--- src/hw/rtl/fen_rv_pkg.sv ---
// -----------------------------------------------------------------------------
// fen_rv_pkg
// Shared types and constants of the FEN record validator.
// -----------------------------------------------------------------------------
package fen_rv_pkg;

  // Record shape
  localparam int unsigned FenTokens   = 6;
  localparam int unsigned RankSquares = 8;
  localparam int unsigned LastRank    = 7;

  // Verdict codes, first failing check wins
  localparam logic [3:0] ErrNone      = 4'd0;
  localparam logic [3:0] ErrCount     = 4'd1;
  localparam logic [3:0] ErrBoard     = 4'd2;
  localparam logic [3:0] ErrSide      = 4'd3;
  localparam logic [3:0] ErrCastling  = 4'd4;
  localparam logic [3:0] ErrEnPassant = 4'd5;
  localparam logic [3:0] ErrHalfmove  = 4'd6;
  localparam logic [3:0] ErrFullmove  = 4'd7;
  localparam logic [3:0] ErrRankSum   = 4'd8;

  // Token positions (token index minus one)
  localparam logic [2:0] TokBoard     = 3'd0;
  localparam logic [2:0] TokSide      = 3'd1;
  localparam logic [2:0] TokCastling  = 3'd2;
  localparam logic [2:0] TokEnPassant = 3'd3;
  localparam logic [2:0] TokHalfmove  = 3'd4;
  localparam logic [2:0] TokFullmove  = 3'd5;

  // Class of the first byte of a token
  localparam logic [1:0] FirstOther  = 2'd0;
  localparam logic [1:0] FirstDash   = 2'd1;
  localparam logic [1:0] FirstLetter = 2'd2;

  // Character classes of one byte
  typedef struct packed {
    logic       space;
    logic       digit;
    logic       nz_digit;
    logic       board_sym;
    logic       slash;
    logic       side_sym;
    logic       castle;
    logic       dash;
    logic       file;
    logic       ep_rank;
    logic [3:0] squares;
  } char_class_t;

  // One verdict
  typedef struct packed {
    logic       is_valid;
    logic [3:0] error_code;
  } verdict_t;

endpackage

--- src/hw/rtl/fen_rv_if.sv ---
// -----------------------------------------------------------------------------
// fen_rv_if
// Valid/ready channels of the FEN record validator: byte in, verdict out.
// -----------------------------------------------------------------------------
interface fen_rv_char_if;
  logic       valid;
  logic       ready;
  logic [7:0] char_byte;
  logic       is_final;

  modport source (output valid, output char_byte, output is_final, input ready);
  modport sink   (input valid, input char_byte, input is_final, output ready);
endinterface

interface fen_rv_verdict_if;
  logic       valid;
  logic       ready;
  logic       is_valid;
  logic [3:0] error_code;

  modport source (output valid, output is_valid, output error_code, input ready);
  modport sink   (input valid, input is_valid, input error_code, output ready);
endinterface

--- src/hw/rtl/fen_record_validator_core.sv ---
// -----------------------------------------------------------------------------
// fen_record_validator_core
// Streaming FEN record checker: one byte per word, one verdict per record.
// -----------------------------------------------------------------------------
// Usage:
//   char_i carries one byte of the record per word; is_final marks the last
//   byte, which belongs to the record. verdict_o carries one word per record:
//   is_valid and error_code (first failing check in the order count, board,
//   side, castling, en passant, halfmove, fullmove, rank sum).
//   A byte is held in an input register, then folded into the running token
//   state; on the final byte the verdict is written to the output register.
//   The verdict is registered in the output register once the final byte
//   has stepped out of the input register. Throughput is one byte per cycle,
//   set by the state update, unless char_i.ready is low. Bytes keep flowing
//   while a verdict waits in the output register; only a second final byte
//   stalls behind an untaken verdict, and then char_i.ready drops until verdict_o is taken.
//   Reset clears the token state and both valid flags; the next byte starts
//   a new record. After each verdict the state also returns to reset.
// -----------------------------------------------------------------------------
module fen_record_validator_core (
  input  logic                    clk_i,
  input  logic                    rst_ni,
  fen_rv_char_if.sink             char_i,
  fen_rv_verdict_if.source        verdict_o
);

  logic                 in_valid_q;
  logic [7:0]           in_byte_q;
  logic                 in_final_q;
  logic                 out_valid_q, out_valid_d;
  fen_rv_pkg::verdict_t out_q;
  fen_rv_pkg::verdict_t verdict;
  logic                 out_free;
  logic                 step;
  logic                 in_ready;

  // Handshake control
  assign out_free = !out_valid_q || verdict_o.ready;
  assign step     = in_valid_q && (!in_final_q || out_free);
  assign in_ready = !in_valid_q || step;
  assign char_i.ready = in_ready;

  // Input register
  always_ff @(posedge clk_i or negedge rst_ni) begin
    if (!rst_ni) begin
      in_valid_q <= 1'b0;
    end else if (in_ready) begin
      in_valid_q <= char_i.valid;
    end
  end

  always_ff @(posedge clk_i) begin
    if (in_ready && char_i.valid) begin
      in_byte_q  <= char_i.char_byte;
      in_final_q <= char_i.is_final;
    end
  end

  fen_rv_tracker u_tracker (
    .clk_i       (clk_i),
    .rst_ni      (rst_ni),
    .step_i      (step),
    .char_byte_i (in_byte_q),
    .is_final_i  (in_final_q),
    .verdict_o   (verdict)
  );

  // Result register
  always_comb begin
    out_valid_d = out_valid_q;
    if (out_free) out_valid_d = step && in_final_q;
  end

  always_ff @(posedge clk_i or negedge rst_ni) begin
    if (!rst_ni) begin
      out_valid_q <= 1'b0;
    end else begin
      out_valid_q <= out_valid_d;
    end
  end

  always_ff @(posedge clk_i) begin
    if (step && in_final_q) begin
      out_q <= verdict;
    end
  end

  assign verdict_o.valid      = out_valid_q;
  assign verdict_o.is_valid   = out_q.is_valid;
  assign verdict_o.error_code = out_q.error_code;

  // Checks
  a_valid_matches_code: assert property (@(posedge clk_i) disable iff (!rst_ni)
    out_valid_q |-> (out_q.is_valid == (out_q.error_code == fen_rv_pkg::ErrNone)))
    else $error("is_valid disagrees with error_code");

  a_code_in_range: assert property (@(posedge clk_i) disable iff (!rst_ni)
    out_valid_q |-> (out_q.error_code <= fen_rv_pkg::ErrRankSum))
    else $error("error_code out of range");

  a_stall_only_on_blocked_final: assert property (@(posedge clk_i) disable iff (!rst_ni)
    !in_ready |-> (in_valid_q && in_final_q && out_valid_q && !verdict_o.ready))
    else $error("input stalled without a blocked verdict");

  a_verdict_follows_final: assert property (@(posedge clk_i) disable iff (!rst_ni)
    (step && in_final_q) |=> out_valid_q)
    else $error("final byte stepped but no verdict registered");

endmodule

--- src/hw/rtl/fen_rv_classify.sv ---
// -----------------------------------------------------------------------------
// fen_rv_classify
// Decodes one byte into the symbol classes used by the token checks.
// -----------------------------------------------------------------------------
module fen_rv_classify (
  input  logic [7:0]              char_byte_i,
  output fen_rv_pkg::char_class_t class_o
);

  logic piece;

  // Piece letters
  always_comb begin
    unique case (char_byte_i)
      "r", "n", "b", "q", "k", "p",
      "R", "N", "B", "Q", "K", "P": piece = 1'b1;
      default:                      piece = 1'b0;
    endcase
  end

  // Class flags
  always_comb begin
    class_o.space     = (char_byte_i == 8'd32) ||
                        (char_byte_i >= 8'd9 && char_byte_i <= 8'd13);
    class_o.digit     = (char_byte_i >= "0" && char_byte_i <= "9");
    class_o.nz_digit  = (char_byte_i >= "1" && char_byte_i <= "9");
    class_o.board_sym = piece || (char_byte_i >= "1" && char_byte_i <= "8");
    class_o.slash     = (char_byte_i == "/");
    class_o.side_sym  = (char_byte_i == "w") || (char_byte_i == "b");
    class_o.castle    = (char_byte_i == "K") || (char_byte_i == "Q") ||
                        (char_byte_i == "k") || (char_byte_i == "q");
    class_o.dash      = (char_byte_i == "-");
    class_o.file      = (char_byte_i >= "a" && char_byte_i <= "h");
    class_o.ep_rank   = (char_byte_i == "3") || (char_byte_i == "6");
    // a digit counts its value, a letter one square
    class_o.squares   = piece ? 4'd1 : char_byte_i[3:0];
  end

endmodule

--- src/hw/rtl/fen_rv_tracker.sv ---
// -----------------------------------------------------------------------------
// fen_rv_tracker
// Running token state of one record; folds in one byte per step and forms
// the verdict on the final byte.
// -----------------------------------------------------------------------------
module fen_rv_tracker (
  input  logic                 clk_i,
  input  logic                 rst_ni,
  input  logic                 step_i,
  input  logic [7:0]           char_byte_i,
  input  logic                 is_final_i,
  output fen_rv_pkg::verdict_t verdict_o
);

  fen_rv_pkg::char_class_t cls;

  logic [2:0] tok_idx_q,   tok_idx_d;
  logic       inside_q,    inside_d;
  logic [2:0] tok_len_q,   tok_len_d;
  logic [3:0] rank_cnt_q,  rank_cnt_d;
  logic [3:0] rank_chr_q,  rank_chr_d;
  logic [6:0] rank_sq_q,   rank_sq_d;
  logic [5:0] field_bad_q, field_bad_d;
  logic       sum_bad_q,   sum_bad_d;
  logic [1:0] first_q,     first_d;

  logic [2:0] tok;
  logic       do_close;
  logic [7:0] sq_sum;
  logic [3:0] code;

  fen_rv_classify u_classify (
    .char_byte_i (char_byte_i),
    .class_o     (cls)
  );

  // Byte step: take the byte, then close the token where it ends
  always_comb begin
    tok_idx_d   = tok_idx_q;
    inside_d    = inside_q;
    tok_len_d   = tok_len_q;
    rank_cnt_d  = rank_cnt_q;
    rank_chr_d  = rank_chr_q;
    rank_sq_d   = rank_sq_q;
    field_bad_d = field_bad_q;
    sum_bad_d   = sum_bad_q;
    first_d     = first_q;
    sq_sum      = '0;

    if (!cls.space) begin
      // new token starts
      if (!inside_q) begin
        if (tok_idx_q != 3'd7) tok_idx_d = tok_idx_q + 3'd1;
        tok_len_d = '0;
        first_d   = fen_rv_pkg::FirstOther;
      end
      inside_d = 1'b1;
    end else begin
      inside_d = 1'b0;
    end
    tok = tok_idx_d - 3'd1;

    // Pattern checks on the byte
    if (!cls.space) begin
      unique case (tok)
        fen_rv_pkg::TokBoard: begin
          if (cls.slash) begin
            if (rank_chr_d == 4'd0 || rank_chr_d > 4'd8) field_bad_d[0] = 1'b1;
            if (rank_sq_d != 7'(fen_rv_pkg::RankSquares)) sum_bad_d = 1'b1;
            rank_chr_d = '0;
            rank_sq_d  = '0;
            if (rank_cnt_d >= 4'(fen_rv_pkg::LastRank)) field_bad_d[0] = 1'b1;
            if (rank_cnt_d != 4'd15) rank_cnt_d = rank_cnt_d + 4'd1;
          end else if (cls.board_sym) begin
            sq_sum    = {1'b0, rank_sq_d} + {4'd0, cls.squares};
            rank_sq_d = sq_sum[7] ? 7'd127 : sq_sum[6:0];
            if (rank_chr_d < 4'd9) rank_chr_d = rank_chr_d + 4'd1;
          end else begin
            field_bad_d[0] = 1'b1;
          end
        end
        fen_rv_pkg::TokSide: begin
          if (!cls.side_sym) field_bad_d[1] = 1'b1;
        end
        fen_rv_pkg::TokCastling: begin
          if (tok_len_d == 3'd0) begin
            if (cls.dash) first_d = fen_rv_pkg::FirstDash;
            else if (cls.castle) first_d = fen_rv_pkg::FirstLetter;
            else begin
              first_d        = fen_rv_pkg::FirstOther;
              field_bad_d[2] = 1'b1;
            end
          end else if (first_d != fen_rv_pkg::FirstLetter || !cls.castle) begin
            field_bad_d[2] = 1'b1;
          end
        end
        fen_rv_pkg::TokEnPassant: begin
          if (tok_len_d == 3'd0) begin
            if (cls.dash) first_d = fen_rv_pkg::FirstDash;
            else if (cls.file) first_d = fen_rv_pkg::FirstLetter;
            else begin
              first_d        = fen_rv_pkg::FirstOther;
              field_bad_d[3] = 1'b1;
            end
          end else if (tok_len_d == 3'd1) begin
            if (first_d != fen_rv_pkg::FirstLetter || !cls.ep_rank) field_bad_d[3] = 1'b1;
          end else begin
            field_bad_d[3] = 1'b1;
          end
        end
        fen_rv_pkg::TokHalfmove: begin
          if (!cls.digit) field_bad_d[4] = 1'b1;
        end
        fen_rv_pkg::TokFullmove: begin
          if (tok_len_d == 3'd0) begin
            if (!cls.nz_digit) field_bad_d[5] = 1'b1;
          end else if (!cls.digit) begin
            field_bad_d[5] = 1'b1;
          end
        end
        default: ;
      endcase
      if (tok_len_d != 3'd7) tok_len_d = tok_len_d + 3'd1;
    end

    // Token end: whitespace after a token, or the final byte inside one
    do_close = cls.space ? inside_q : is_final_i;
    if (do_close && tok_idx_d != 3'd0) begin
      unique case (tok)
        fen_rv_pkg::TokBoard: begin
          if (rank_chr_d == 4'd0 || rank_chr_d > 4'd8) field_bad_d[0] = 1'b1;
          if (rank_sq_d != 7'(fen_rv_pkg::RankSquares)) sum_bad_d = 1'b1;
          rank_chr_d = '0;
          rank_sq_d  = '0;
          if (rank_cnt_d != 4'(fen_rv_pkg::LastRank)) field_bad_d[0] = 1'b1;
        end
        fen_rv_pkg::TokSide: begin
          if (tok_len_d != 3'd1) field_bad_d[1] = 1'b1;
        end
        fen_rv_pkg::TokCastling: begin
          if (first_d == fen_rv_pkg::FirstLetter && tok_len_d > 3'd4) field_bad_d[2] = 1'b1;
        end
        fen_rv_pkg::TokEnPassant: begin
          if (first_d == fen_rv_pkg::FirstLetter && tok_len_d != 3'd2) field_bad_d[3] = 1'b1;
        end
        default: ;
      endcase
    end

    // Verdict in check order
    if (tok_idx_d != 3'(fen_rv_pkg::FenTokens)) code = fen_rv_pkg::ErrCount;
    else if (field_bad_d[0]) code = fen_rv_pkg::ErrBoard;
    else if (field_bad_d[1]) code = fen_rv_pkg::ErrSide;
    else if (field_bad_d[2]) code = fen_rv_pkg::ErrCastling;
    else if (field_bad_d[3]) code = fen_rv_pkg::ErrEnPassant;
    else if (field_bad_d[4]) code = fen_rv_pkg::ErrHalfmove;
    else if (field_bad_d[5]) code = fen_rv_pkg::ErrFullmove;
    else if (sum_bad_d) code = fen_rv_pkg::ErrRankSum;
    else code = fen_rv_pkg::ErrNone;

    // A verdict ends the record
    if (is_final_i) begin
      tok_idx_d   = '0;
      inside_d    = 1'b0;
      tok_len_d   = '0;
      rank_cnt_d  = '0;
      rank_chr_d  = '0;
      rank_sq_d   = '0;
      field_bad_d = '0;
      sum_bad_d   = 1'b0;
      first_d     = fen_rv_pkg::FirstOther;
    end
  end

  assign verdict_o.is_valid   = (code == fen_rv_pkg::ErrNone);
  assign verdict_o.error_code = code;

  // State registers
  always_ff @(posedge clk_i or negedge rst_ni) begin
    if (!rst_ni) begin
      tok_idx_q   <= '0;
      inside_q    <= 1'b0;
      tok_len_q   <= '0;
      rank_cnt_q  <= '0;
      rank_chr_q  <= '0;
      rank_sq_q   <= '0;
      field_bad_q <= '0;
      sum_bad_q   <= 1'b0;
      first_q     <= fen_rv_pkg::FirstOther;
    end else if (step_i) begin
      tok_idx_q   <= tok_idx_d;
      inside_q    <= inside_d;
      tok_len_q   <= tok_len_d;
      rank_cnt_q  <= rank_cnt_d;
      rank_chr_q  <= rank_chr_d;
      rank_sq_q   <= rank_sq_d;
      field_bad_q <= field_bad_d;
      sum_bad_q   <= sum_bad_d;
      first_q     <= first_d;
    end
  end

endmodule
--- src/flat_wrapper.sv ---
// flat-port wrapper written by rule: the top's interface ports become plain ports
module fen_record_validator_core_flat 
  (clk_i, rst_ni, char_i_valid, char_i_char_byte, char_i_is_final, char_i_ready, verdict_o_valid, verdict_o_is_valid, verdict_o_error_code, verdict_o_ready);
  fen_rv_char_if char_i_i ();
  fen_rv_verdict_if verdict_o_i ();
  input  logic clk_i;
  input  logic rst_ni;
  input wire logic [$bits(char_i_i.valid)-1:0] char_i_valid;
  input wire logic [$bits(char_i_i.char_byte)-1:0] char_i_char_byte;
  input wire logic [$bits(char_i_i.is_final)-1:0] char_i_is_final;
  output wire logic [$bits(char_i_i.ready)-1:0] char_i_ready;
  output wire logic [$bits(verdict_o_i.valid)-1:0] verdict_o_valid;
  output wire logic [$bits(verdict_o_i.is_valid)-1:0] verdict_o_is_valid;
  output wire logic [$bits(verdict_o_i.error_code)-1:0] verdict_o_error_code;
  input wire logic [$bits(verdict_o_i.ready)-1:0] verdict_o_ready;
  assign char_i_i.valid = char_i_valid;
  assign char_i_i.char_byte = char_i_char_byte;
  assign char_i_i.is_final = char_i_is_final;
  assign char_i_ready = char_i_i.ready;
  assign verdict_o_valid = verdict_o_i.valid;
  assign verdict_o_is_valid = verdict_o_i.is_valid;
  assign verdict_o_error_code = verdict_o_i.error_code;
  assign verdict_o_i.ready = verdict_o_ready;
  fen_record_validator_core u_core (.clk_i(clk_i), .rst_ni(rst_ni), .char_i(char_i_i), .verdict_o(verdict_o_i));
endmodule
--- config.mk ---
export PLATFORM = sky130hd
export DESIGN_NAME = fen_record_validator_core_flat
export DESIGN_NICKNAME = d
export VERILOG_FILES = /design/src/hw/rtl/fen_rv_pkg.sv /design/src/hw/rtl/fen_rv_if.sv /design/src/hw/rtl/fen_record_validator_core.sv /design/src/hw/rtl/fen_rv_classify.sv /design/src/hw/rtl/fen_rv_tracker.sv /design/src/flat_wrapper.sv
export SDC_FILE = /design/constraint.sdc
export NUM_CORES = 1
export LEC_CHECK = 0
export CORE_ASPECT_RATIO = 1.4
export CORE_MARGIN = 2
export CORE_UTILIZATION = 65
export CTS_BUF_LIST = sky130_fd_sc_hd__clkbuf_2 sky130_fd_sc_hd__clkbuf_4 sky130_fd_sc_hd__clkbuf_8
export DETAILED_ROUTE_END_ITERATION = 8
export DONT_BUFFER_PORTS = 1
export HOLD_SLACK_MARGIN = 0.15
export PLACE_DENSITY = 0.81
export SKIP_LAST_GASP = 1
export SLEW_MARGIN = 20
export SYNTH_ARGS = -nofsm -noshare
export SYNTH_HDL_FRONTEND = slang
export SYNTH_HIERARCHICAL = 1
export SYNTH_SLANG_ARGS = --single-unit
--- constraint.sdc ---
create_clock -name clk_i -period 7.05 [get_ports clk_i]
set_input_delay 1.41 -clock clk_i [delete_from_list [all_inputs] [get_ports clk_i]]
set_output_delay 1.41 -clock clk_i [all_outputs]
set_load 0.01 [all_outputs]
Word level (Yosys, flattened, before mapping)
Index checks and enable logic that the tools add are counted.
Widths: inputs -> output; s select.
{"block": "classes", "addsub": 6, "eq_ne": 35, "reduce_logical": 37, "n_mux": 98, "order_cmp": 13}
{"operator": "$eq 8x7->1 const B", "n": 13}
{"operator": "$mux 4", "n": 23}
{"operator": "$mux 7", "n": 8}
{"operator": "$mux 1", "n": 45}
{"operator": "$eq 8x6->1 const B", "n": 5}
{"operator": "$mux 3", "n": 9}
{"operator": "$mux 2", "n": 10}
{"operator": "$ge 8x6->1 const B", "n": 2}
{"operator": "$le 8x6->1 const B", "n": 2}
{"operator": "$logic_or 1x1->1", "n": 14}
{"operator": "$ne 7x4->1 const B", "n": 2}
{"operator": "$logic_not 4->1", "n": 3}
{"operator": "$mux 6", "n": 2}
{"operator": "$reduce_or 12->1", "n": 1}
{"operator": "$logic_and 1x1->1", "n": 11}
{"operator": "$ne 3x3->1 const B", "n": 3}
{"operator": "$add 4x1->4 const B", "n": 2}
{"operator": "$add 7x4->8", "n": 1}
{"operator": "$ge 8x4->1 const B", "n": 1}
{"operator": "$ge 8x7->1 const B", "n": 1}
{"operator": "$gt 4x4->1 const B", "n": 2}
{"operator": "$le 8x4->1 const B", "n": 1}
{"operator": "$le 8x7->1 const B", "n": 1}
{"operator": "$add 3x1->3 const B", "n": 2}
{"operator": "other kinds (17)", "n": 25}
{"block": "totals", "out_inout_bits": 7, "register_bits": 47, "in_bits": 13, "elab_cells": 204}

Depth between registers and ports, before layout
Gate-level depths: netlist of run 1.
{"block": "depth", "depth_word": 23, "depth_mapped": 18, "depth_no_buf": 14}

Cells and area by module
The synthesis of run 1 kept the hierarchy.
{"mod": "fen_rv_tracker", "area_per_inst_um2": 2813.9, "cells_each": 329, "instances": 1}
{"mod": "fen_record_validator_core", "area_per_inst_um2": 541.8, "cells_each": 24, "instances": 1}
{"mod": "fen_rv_classify", "area_per_inst_um2": 321.6, "cells_each": 50, "instances": 1}

Least setup slack after synthesis of run 1
OpenSTA, ideal clock, no wires.
{"block": "synth_timing", "path_kind": "register to register", "from": "register u_core.in_byte_q[1]", "to": "register u_core.out_q (netlist bit u_core/verdict_o.is_valid), data pin", "arrival_ps": 4247, "t_required_ps": 6794, "path_stages_with_launch": 18, "setup_time_ps": 256, "path_slack_ps": 2547, "cell_sequence": "edfxtp_1 buf_2 or2_2 o22a_1 o32a_1 nor4_2 a211o_1 buf_2 mux2_4 ha_1 buf_2 nor4bb_1 mux2_4 a41oi_4 or4_1 o311ai_1 nor3_1 and4b_1"}
{"item": "start, declared", "line_no": "fen_record_validator_core.sv:28", "source": "logic [7:0] in_byte_q;"}
{"item": "start signal, assigned", "line_no": "fen_record_validator_core.sv:54", "source": "in_byte_q <= char_i.char_byte;"}
{"item": "end signal, assigned", "line_no": "fen_record_validator_core.sv:84", "source": "out_q <= verdict;"}
{"item": "end, declared", "line_no": "fen_record_validator_core.sv:31", "source": "fen_rv_pkg::verdict_t out_q;"}

==> results of run 1 <==
sequential cells by signal, indices dropped and copies added, names as in the netlist, 2 cells and up:
| signal | count |
|---|---|
| u_core/in_byte_q | 8 |
| u_core/u_tracker/rank_sq_q | 7 |
| u_core/u_tracker/field_bad_q | 6 |
| u_core/u_tracker/rank_chr_q | 4 |
| u_core/u_tracker/rank_cnt_q | 4 |
| u_core/verdict_o.error_code | 4 |
| u_core/u_tracker/tok_idx_q | 3 |
| u_core/u_tracker/tok_len_q | 3 |
| u_core/u_tracker/first_q | 2 |
layer usage:
layer	vias to the layer above	wire length (um)	global-route usage, %
li1	1519	-	-
met1	1571	3560	38.1
met2	145	4500	50.2
met3	25	517	4.57
met4	0	218	12.4
met5	-	0	0
where the power goes:
| group | total (mW) | internal [mW] | switching, mW |
|---|---|---|---|
| Combinational | 0.300 | 0.117 | 0.183 |
| Sequential | 0.337 | 0.302 | 0.0354 |
| Clock | 0.235 | 0.146 | 0.0896 |
| Total | 0.872 | 0.564 | 0.308 |
stage by stage:
stage	power, mW	area (um^2)
floorplan	0.577	3680
global placement	0.624	3680
detailed placement	0.634	3680
CTS	0.868	3810
global route	0.919	3810
finish	0.872	3810
cell families (layout without fill, tap and decap cells):
logic type	count (synthesis)	in the layout
compound gates	126	126
xor+xnor	3	3
fa+ha+maj	13	13
buf+inv	40	26
flops	47	47
mux	14	14
simple gates	160	160
cells in the final DEF, fill, tap and decap left out, types with 3 or more instances in the layout:
cell       Yosys  layout
nand4_1        3       3
nor4_1         4       4
nor2b_1       12      12
nor3_1        11      11
nand3b_1       5       5
a32o_1         4       4
o2bb2ai_1     12      12
a41oi_1        5       5
nand3_1       14      14
o21a_1         3       3
clkbuf_8       0       5
buf_4          1       4
and4_1         3       3
edfxtp_1      14      14
a31oi_1       10      10
dfrtp_1       33      33
a21o_1         4       4
mux2i_1        9       9
a22oi_1        3       3
nor2_1        35      35
o21ai_1        6       6
ha_1          12      12
a41o_1         3       3
nand4b_1       5       5
o21ai_0       12      12
nand2_1       22      22
nand2b_1      10      10
and2_1         7       7
a21oi_1       22      22
and3_1         4       4
a21boi_0       4       4
inv_1         13      13
a31o_2         4       4
nand4bb_1      3       3
a211oi_1       4       4
final cells by class:
type	instances	area share, %
Tap cell	68	2.23
Sequential cell	47	32.7
Inverter	14	1.38
Clock inverter	2	1.57
Multi-Input combinational cell	316	59.4
Clock buffer	6	2.00
Timing Repair Buffer	4	0.787
cells in the mapped netlist (3+ instances only):
master,n
a211oi_1,4
a21boi_0,4
a21o_1,4
a21oi_1,22
a22oi_1,3
a31o_2,4
a31oi_1,10
a32o_1,4
a41o_1,3
a41oi_1,5
and2_1,7
and3_1,4
and4_1,3
buf_2,11
clkbuf_1,11
dfrtp_1,33
edfxtp_1,14
ha_1,12
inv_1,13
mux2i_1,9
nand2_1,22
nand2b_1,10
nand3_1,14
nand3b_1,5
nand4_1,3
nand4b_1,5
nand4bb_1,3
nor2_1,35
nor2b_1,12
nor3_1,11
nor4_1,4
o21a_1,3
o21ai_0,12
o21ai_1,6
o2bb2ai_1,12
path summary, 6_finish.rpt:
path                                              from                              end  slack, ps  cells after the start
min in group asynchronous                       rst_ni  u_core/u_tracker/field_bad_q[2]        790                      0
max reg2reg                        u_core/in_byte_q[1]   u_core/verdict_o.error_code[3]       1760                     15
max                                u_core/in_byte_q[1]   u_core/verdict_o.error_code[3]       1760                     15
min                        u_core/u_tracker/first_q[0]      u_core/u_tracker/first_q[0]        520                      1
max in group asynchronous                       rst_ni                u_core/in_valid_q       6180                      0
min reg2reg                u_core/u_tracker/first_q[0]      u_core/u_tracker/first_q[0]        520                      1
==> flow_summary_export.csv, run 1 <==
group,metric,value,unit
clock_network,htreeDepth,2,
clock_network,cts_sinks,47,
logic_synthesis,ys_types,86,
logic_synthesis,synthArstFlopShare,70.2,%
logic_synthesis,syn-num-nets,429,
logic_synthesis,syn_area,3680,um^2
floorplan,pin_count,20,
drt,wl,8800,um
logic_synthesis,synthXorXnorAreaFrac,0.715,%
power_and_ir_drop,power.density,229,nW/um^2
global_route,antenna_found_initial,0,
clock_network,max-clock-path-buffers,2,
global_route,overflow,0,
power_and_ir_drop,vdd_ir_drop_max,0.132,mV
place,dp_slack,1890,ps
power_and_ir_drop,p_leak,1.50,nW
floorplan,rows,32,
worst_setup_path,cp.required,7110,ps
place,place_inst,449,
clock_network,cts-resized-gates,0,
sta,max_freq,189,MHz
worst_setup_path,crit_buf_inv,1,
global_route,grt_pass1_vias,3044,
clock_network,path_clk_slew,90,ps
global_route,grt_use_total,30.1,%
sta,rsz0062_at_grt,"no",
logic_synthesis,ys_seq_area_share,33.9,%
logic_synthesis,synthMuxAreaShare,4.59,%
worst_setup_path,slowest_stage,"ha_1",
logic_synthesis,synthAdderAreaFrac,4.63,%
job,max_cap_viol_count,0,
sta,final-max-slew-violation-count,0,
layout,fin_util,69.5,%
run_status,status,"completed",
layout,diodes,0,
sta,skew,8.18,ps
global_route,grt_pass1_wl,14500,um
layout,layout.cells.non_filler,457,
drt,wire_per_inst,19.2,um
drt,vias_per_cell,7.13,
floorplan,coreArea,5490,um^2
worst_setup_path,critical_path.max_stage_delay,610,ps
sta,fin_crit_sh,75.0,%
worst_setup_path,crit_family,"simple AND/OR/NAND/NOR gates",
place,hpwl,6380,um
worst_setup_path,crit_path_end_kind,"flip-flop",
sta,worst_hold_slack,524,ps
clock_network,cts_tree,"yes",
logic_synthesis,synth_simple_gate_area_share,25.4,%
floorplan,dieWidth,67.6,um
clock_network,postCtsSetupBuffers,0,
logic_synthesis,synth_ff_type,"dfrtp_1",
drt,route.detailed.drc,0,
floorplan,start_util,67.0,%
worst_setup_path,startpoint_type,"flip-flop",
layout,drive_gt1_share,8.48,%
floorplan,die_height,93.0,um
place,gp_congestion,0.899,
clock_network,holdBufCountCts,0,
worst_setup_path,crit_path_cell_trace,"or2_2 -> o22a_1 -> o32a_1 -> nor4_4 -> buf_4 -> a211o_1 -> mux2_4 -> ha_1 -> nor4bb_1 -> mux2i_1 -> nor2_2 -> a211oi_1 -> nor4_1 -> a41oi_1 -> and4_1",
place,port_buffers,0,
sta,slew-limit-headroom,47.3,%
drt,ant_nets,0,
floorplan,dieArea,6280,um^2
clock_network,cts-buffers-inserted,5,
sta,layout_setup_ws,1760,ps
drt,drt-initial-drc-count,291,
layout,synthToLayoutAreaGrowth,3.74,%
logic_synthesis,postSynthAreaPerCell,9.12,um^2
logic_synthesis,synth_cells,403,
layout,nets,414,
sta,setup_viol,0,
layout,multi_input_area,2260,um^2
sta,fin_setup_tns,0,ps
worst_setup_path,crit_type,"reg -> reg",
sta,hold_viol,0,
layout,seq_area,1250,um^2
sta,worst_pin_slew,787,ps
drt,dr.pass1.iters,5,
logic_synthesis,ys_ff_latch,47,
clock_network,cts_root_buffer,"clkbuf_8",
hold_path,hp-class,"reg -> reg",
worst_setup_path,critPathMaxFanout,23,
logic_synthesis,yosysWarnings,6,
logic_synthesis,yosysTopAreaCell,"dfrtp_1",
sta,post-route-min-period,5290,ps
logic_synthesis,synth_edf_count,14,
logic_synthesis,synth_top_family_by_area,"compound AO/OA/AOI/OAI gates",
clock_network,clock_latency,300,ps
logic_synthesis,synthTopCellsByArea,"dfrtp_1, edfxtp_1, ha_1, nor2_1, a21oi_1",
drt,vias,3260,
logic_synthesis,yosysTopAreaCellShare,22.5,%
global_route,grt_max_degree,34,
layout,fillers,447,
logic_synthesis,synth_compound_area_share,26.0,%
worst_setup_path,arrival,5350,ps
Power figures use the tool's default switching activity.
==> inputs of run 2 (changes only) <==
--- a/config.mk
+++ b/config.mk
@@ -7,12 +7,12 @@
 export LEC_CHECK = 0
 export CORE_ASPECT_RATIO = 1.4
 export CORE_MARGIN = 2
-export CORE_UTILIZATION = 65
+export CORE_UTILIZATION = 60
 export CTS_BUF_LIST = sky130_fd_sc_hd__clkbuf_2 sky130_fd_sc_hd__clkbuf_4 sky130_fd_sc_hd__clkbuf_8
 export DETAILED_ROUTE_END_ITERATION = 8
 export DONT_BUFFER_PORTS = 1
 export HOLD_SLACK_MARGIN = 0.15
-export PLACE_DENSITY = 0.81
+export PLACE_DENSITY = 0.79
 export SKIP_LAST_GASP = 1
 export SLEW_MARGIN = 20
 export SYNTH_ARGS = -nofsm -noshare
==> constraint.sdc (replaced) <==
create_clock -name clk_i -period 4.75 [get_ports clk_i]
set_input_delay 0.95 -clock clk_i [delete_from_list [all_inputs] [get_ports clk_i]]
set_output_delay 0.95 -clock clk_i [all_outputs]
set_load 0.01 [all_outputs]
==> run 2 against run 1 <==
  * Critical path type unchanged
  * Highest routed layer unchanged
  * Register-to-register slack lost 1400 ps
  * Critical path depth is 1 lower
  * Sequential share of layout area fell by 0.064 points
  * Utilization shrank 4.8 points
  * Via count is 2.0% lower
==> flow_summary_export.csv, run 2 (synthesis results as in run 1) <==
group,metric,value,unit
floorplan,rows,33,
worst_setup_path,r2r_cells,14,
global_route,grt_util_met3,3.75,%
run_status,status,"completed",
drt,route.detailed.drc,0,
sta,fin_setup_tns,0,ps
sta,skew,6.37,ps
drt,vias,3194,
global_route,use_met2,44.8,%
sta,setup_viol,0,
clock_network,cts_root_buffer,"clkbuf_8",
drt,wl,8670,um
clock_network,cts-resized-gates,0,
clock_network,path_clk_slew,90,ps
floorplan,pin_count,20,
power_and_ir_drop,power.density,314,nW/um^2
sta,post-route-min-period,4400,ps
global_route,grt_pass1_vias,3055,
drt,vias_per_cell,6.85,
sta,slew-limit-headroom,53.0,%
worst_setup_path,arrival,4460,ps
sta,rsz0062_at_grt,"no",
clock_network,postCtsSetupBuffers,0,
place,port_buffers,0,
power_and_ir_drop,pwr-share-seq,40.5,%
sta,hold_viol,0,
drt,dr.pass1.iters,6,
global_route,busiest_layer,"met2",
layout,multi_input_area,2260,um^2
layout,fillers,480,
layout,synthToLayoutAreaGrowth,3.95,%
place,hpwl,6260,um
job,max_cap_viol_count,0,
worst_setup_path,crit_type,"reg -> reg",
power_and_ir_drop,vdd_ir_drop_max,0.189,mV
layout,fin_util,64.7,%
power_and_ir_drop,clkPwrFrac,20.1,%
clock_network,clock_latency,300,ps
layout,seq_area,1250,um^2
layout,largest_register,"u_core/in_byte_q",
layout,nets,421,
drt,drt-initial-drc-count,319,
global_route,overflow,0,
global_route,grt_max_degree,34,
global_route,antenna_found_initial,0,
floorplan,start_util,62.3,%
layout,finalInstanceArea,3820,um^2
sta,worst_pin_slew,703,ps
layout,layout_commonest_cell,"nor2_1",
global_route,met1_usage,35.6,%
power_and_ir_drop,combPwrFrac,39.4,%
drt,wire_per_inst,18.6,um
worst_setup_path,critPathMaxFanout,17,
power_and_ir_drop,swShare,38.5,%
power_and_ir_drop,p_leak,1.50,nW
sta,final-max-slew-violation-count,0,
clock_network,max-clock-path-buffers,2,
clock_network,htreeDepth,2,
clock_network,cts-buffers-inserted,5,
worst_setup_path,startpoint_type,"flip-flop",
layout,drive_gt1_share,10.1,%
global_route,grt_use_total,26.8,%
sta,max_freq,227,MHz
power_and_ir_drop,intPower,0.738,mW
layout,largest_reg_flops,8,
worst_setup_path,cp.required,4810,ps
clock_network,holdBufCountCts,0,
layout,reg.largest.list,"u_core/in_byte_q: 8 flops, u_core/u_tracker/rank_sq_q: 7 flops, u_core/u_tracker/field_bad_q: 6 flops",
power_and_ir_drop,switchingPower,0.461,mW
sta,fin_crit_sh,92.5,%
layout,diodes,0,
place,gp_congestion,0.943,
hold_path,hp-class,"in -> async",
drt,ant_nets,0,
floorplan,dieArea,6780,um^2
floorplan,die_height,96.6,um
floorplan,dieWidth,70.2,um
clock_network,cts_tree,"yes",
floorplan,coreArea,5900,um^2
global_route,grt_pass1_wl,14900,um
worst_setup_path,crit_path_end_kind,"flip-flop",
place,placed_cell_area,3730,um^2
clock_network,cts_sinks,47,
layout,most-common-layout-cells,"nor2_1, dfrtp_1, nand2_1, a21oi_1",
[run 2: cell types whose count changed in the layout (fill, tap and decap cells not counted), sizes merged]
cell | before | now
buf | 4 | 11
clkbuf | 6 | 5
clkinv | 0 | 1
bufinv | 2 | 0
clkinvlp | 0 | 2
[run 2: power groups by stage]
stage                     registers, mW  logic [mW]  clock network [mW]
after floorplan                   0.476       0.380                   0
after CTS                         0.485       0.465               0.252
after global placement            0.492       0.450                   0
after detailed placement          0.493       0.460                   0
final                             0.486       0.472               0.242
after global routing              0.491       0.523               0.263
[run 2: path summary, 6_finish.rpt]
path / slack (ps) / to / startpoint
max in group asynchronous: 4330 / u_core/u_tracker/rank_sq_q[6] / rst_ni
worst max-delay path: 350 / u_core/verdict_o.is_valid / u_core/in_byte_q[0]
worst min register to register: 520 / u_core/u_tracker/first_q[1] / u_core/u_tracker/first_q[1]
worst min-delay path: 330 / u_core/u_tracker/tok_len_q[0] / rst_ni
min in group clk_i: 520 / u_core/u_tracker/first_q[1] / u_core/u_tracker/first_q[1]
worst max register to register: 350 / u_core/verdict_o.is_valid / u_core/in_byte_q[0]
[run 2: routing by layer]
metal | vias up | part of all wire [%]
li1 | 1534 | -
met1 | 1543 | 43
met2 | 99 | 50
met3 | 18 | 4.5
met4 | 0 | 2.5
met5 | - | 0
[run 2: cell type report]
| cell class | count | share of cell area [%] |
|---|---|---|
| Timing Repair Buffer | 11 | 2.16 |
| Clock inverter | 3 | 0.524 |
| Clock buffer | 5 | 1.80 |
| Tap cell | 70 | 2.29 |
| Inverter | 14 | 1.37 |
| Sequential cell | 47 | 32.6 |
| Multi-Input combinational cell | 316 | 59.2 |
[run 2: through the flow]
| stage | total power, mW | setup slack [ps] | hold WS [ps] | instances |
|---|---|---|---|---|
| after floorplan | 0.856 | 247 | 470 | 403 |
| after global placement | 0.941 | 623 | 487 | 458 |
| after detailed placement | 0.954 | 466 | 489 | 458 |
| after CTS | 1.20 | 389 | 324 | 466 |
| after global routing | 1.28 | 116 | 310 | 466 |
| final | 1.20 | 354 | 333 | 466 |
[run 2: worst max-delay path, cell delays in order (launching register included)]
cell and delay (ps):
edfxtp_1 540, nand2b_1 230, o22a_1 220, o32a_1 210
nor4_4 210, a211o_1 190, mux2_4 330, ha_1 330
nor4bb_1 410, mux2_4 360, a41oi_4 150, or4_1 530
o311ai_1 120, nor3_1 130, and4b_1 220
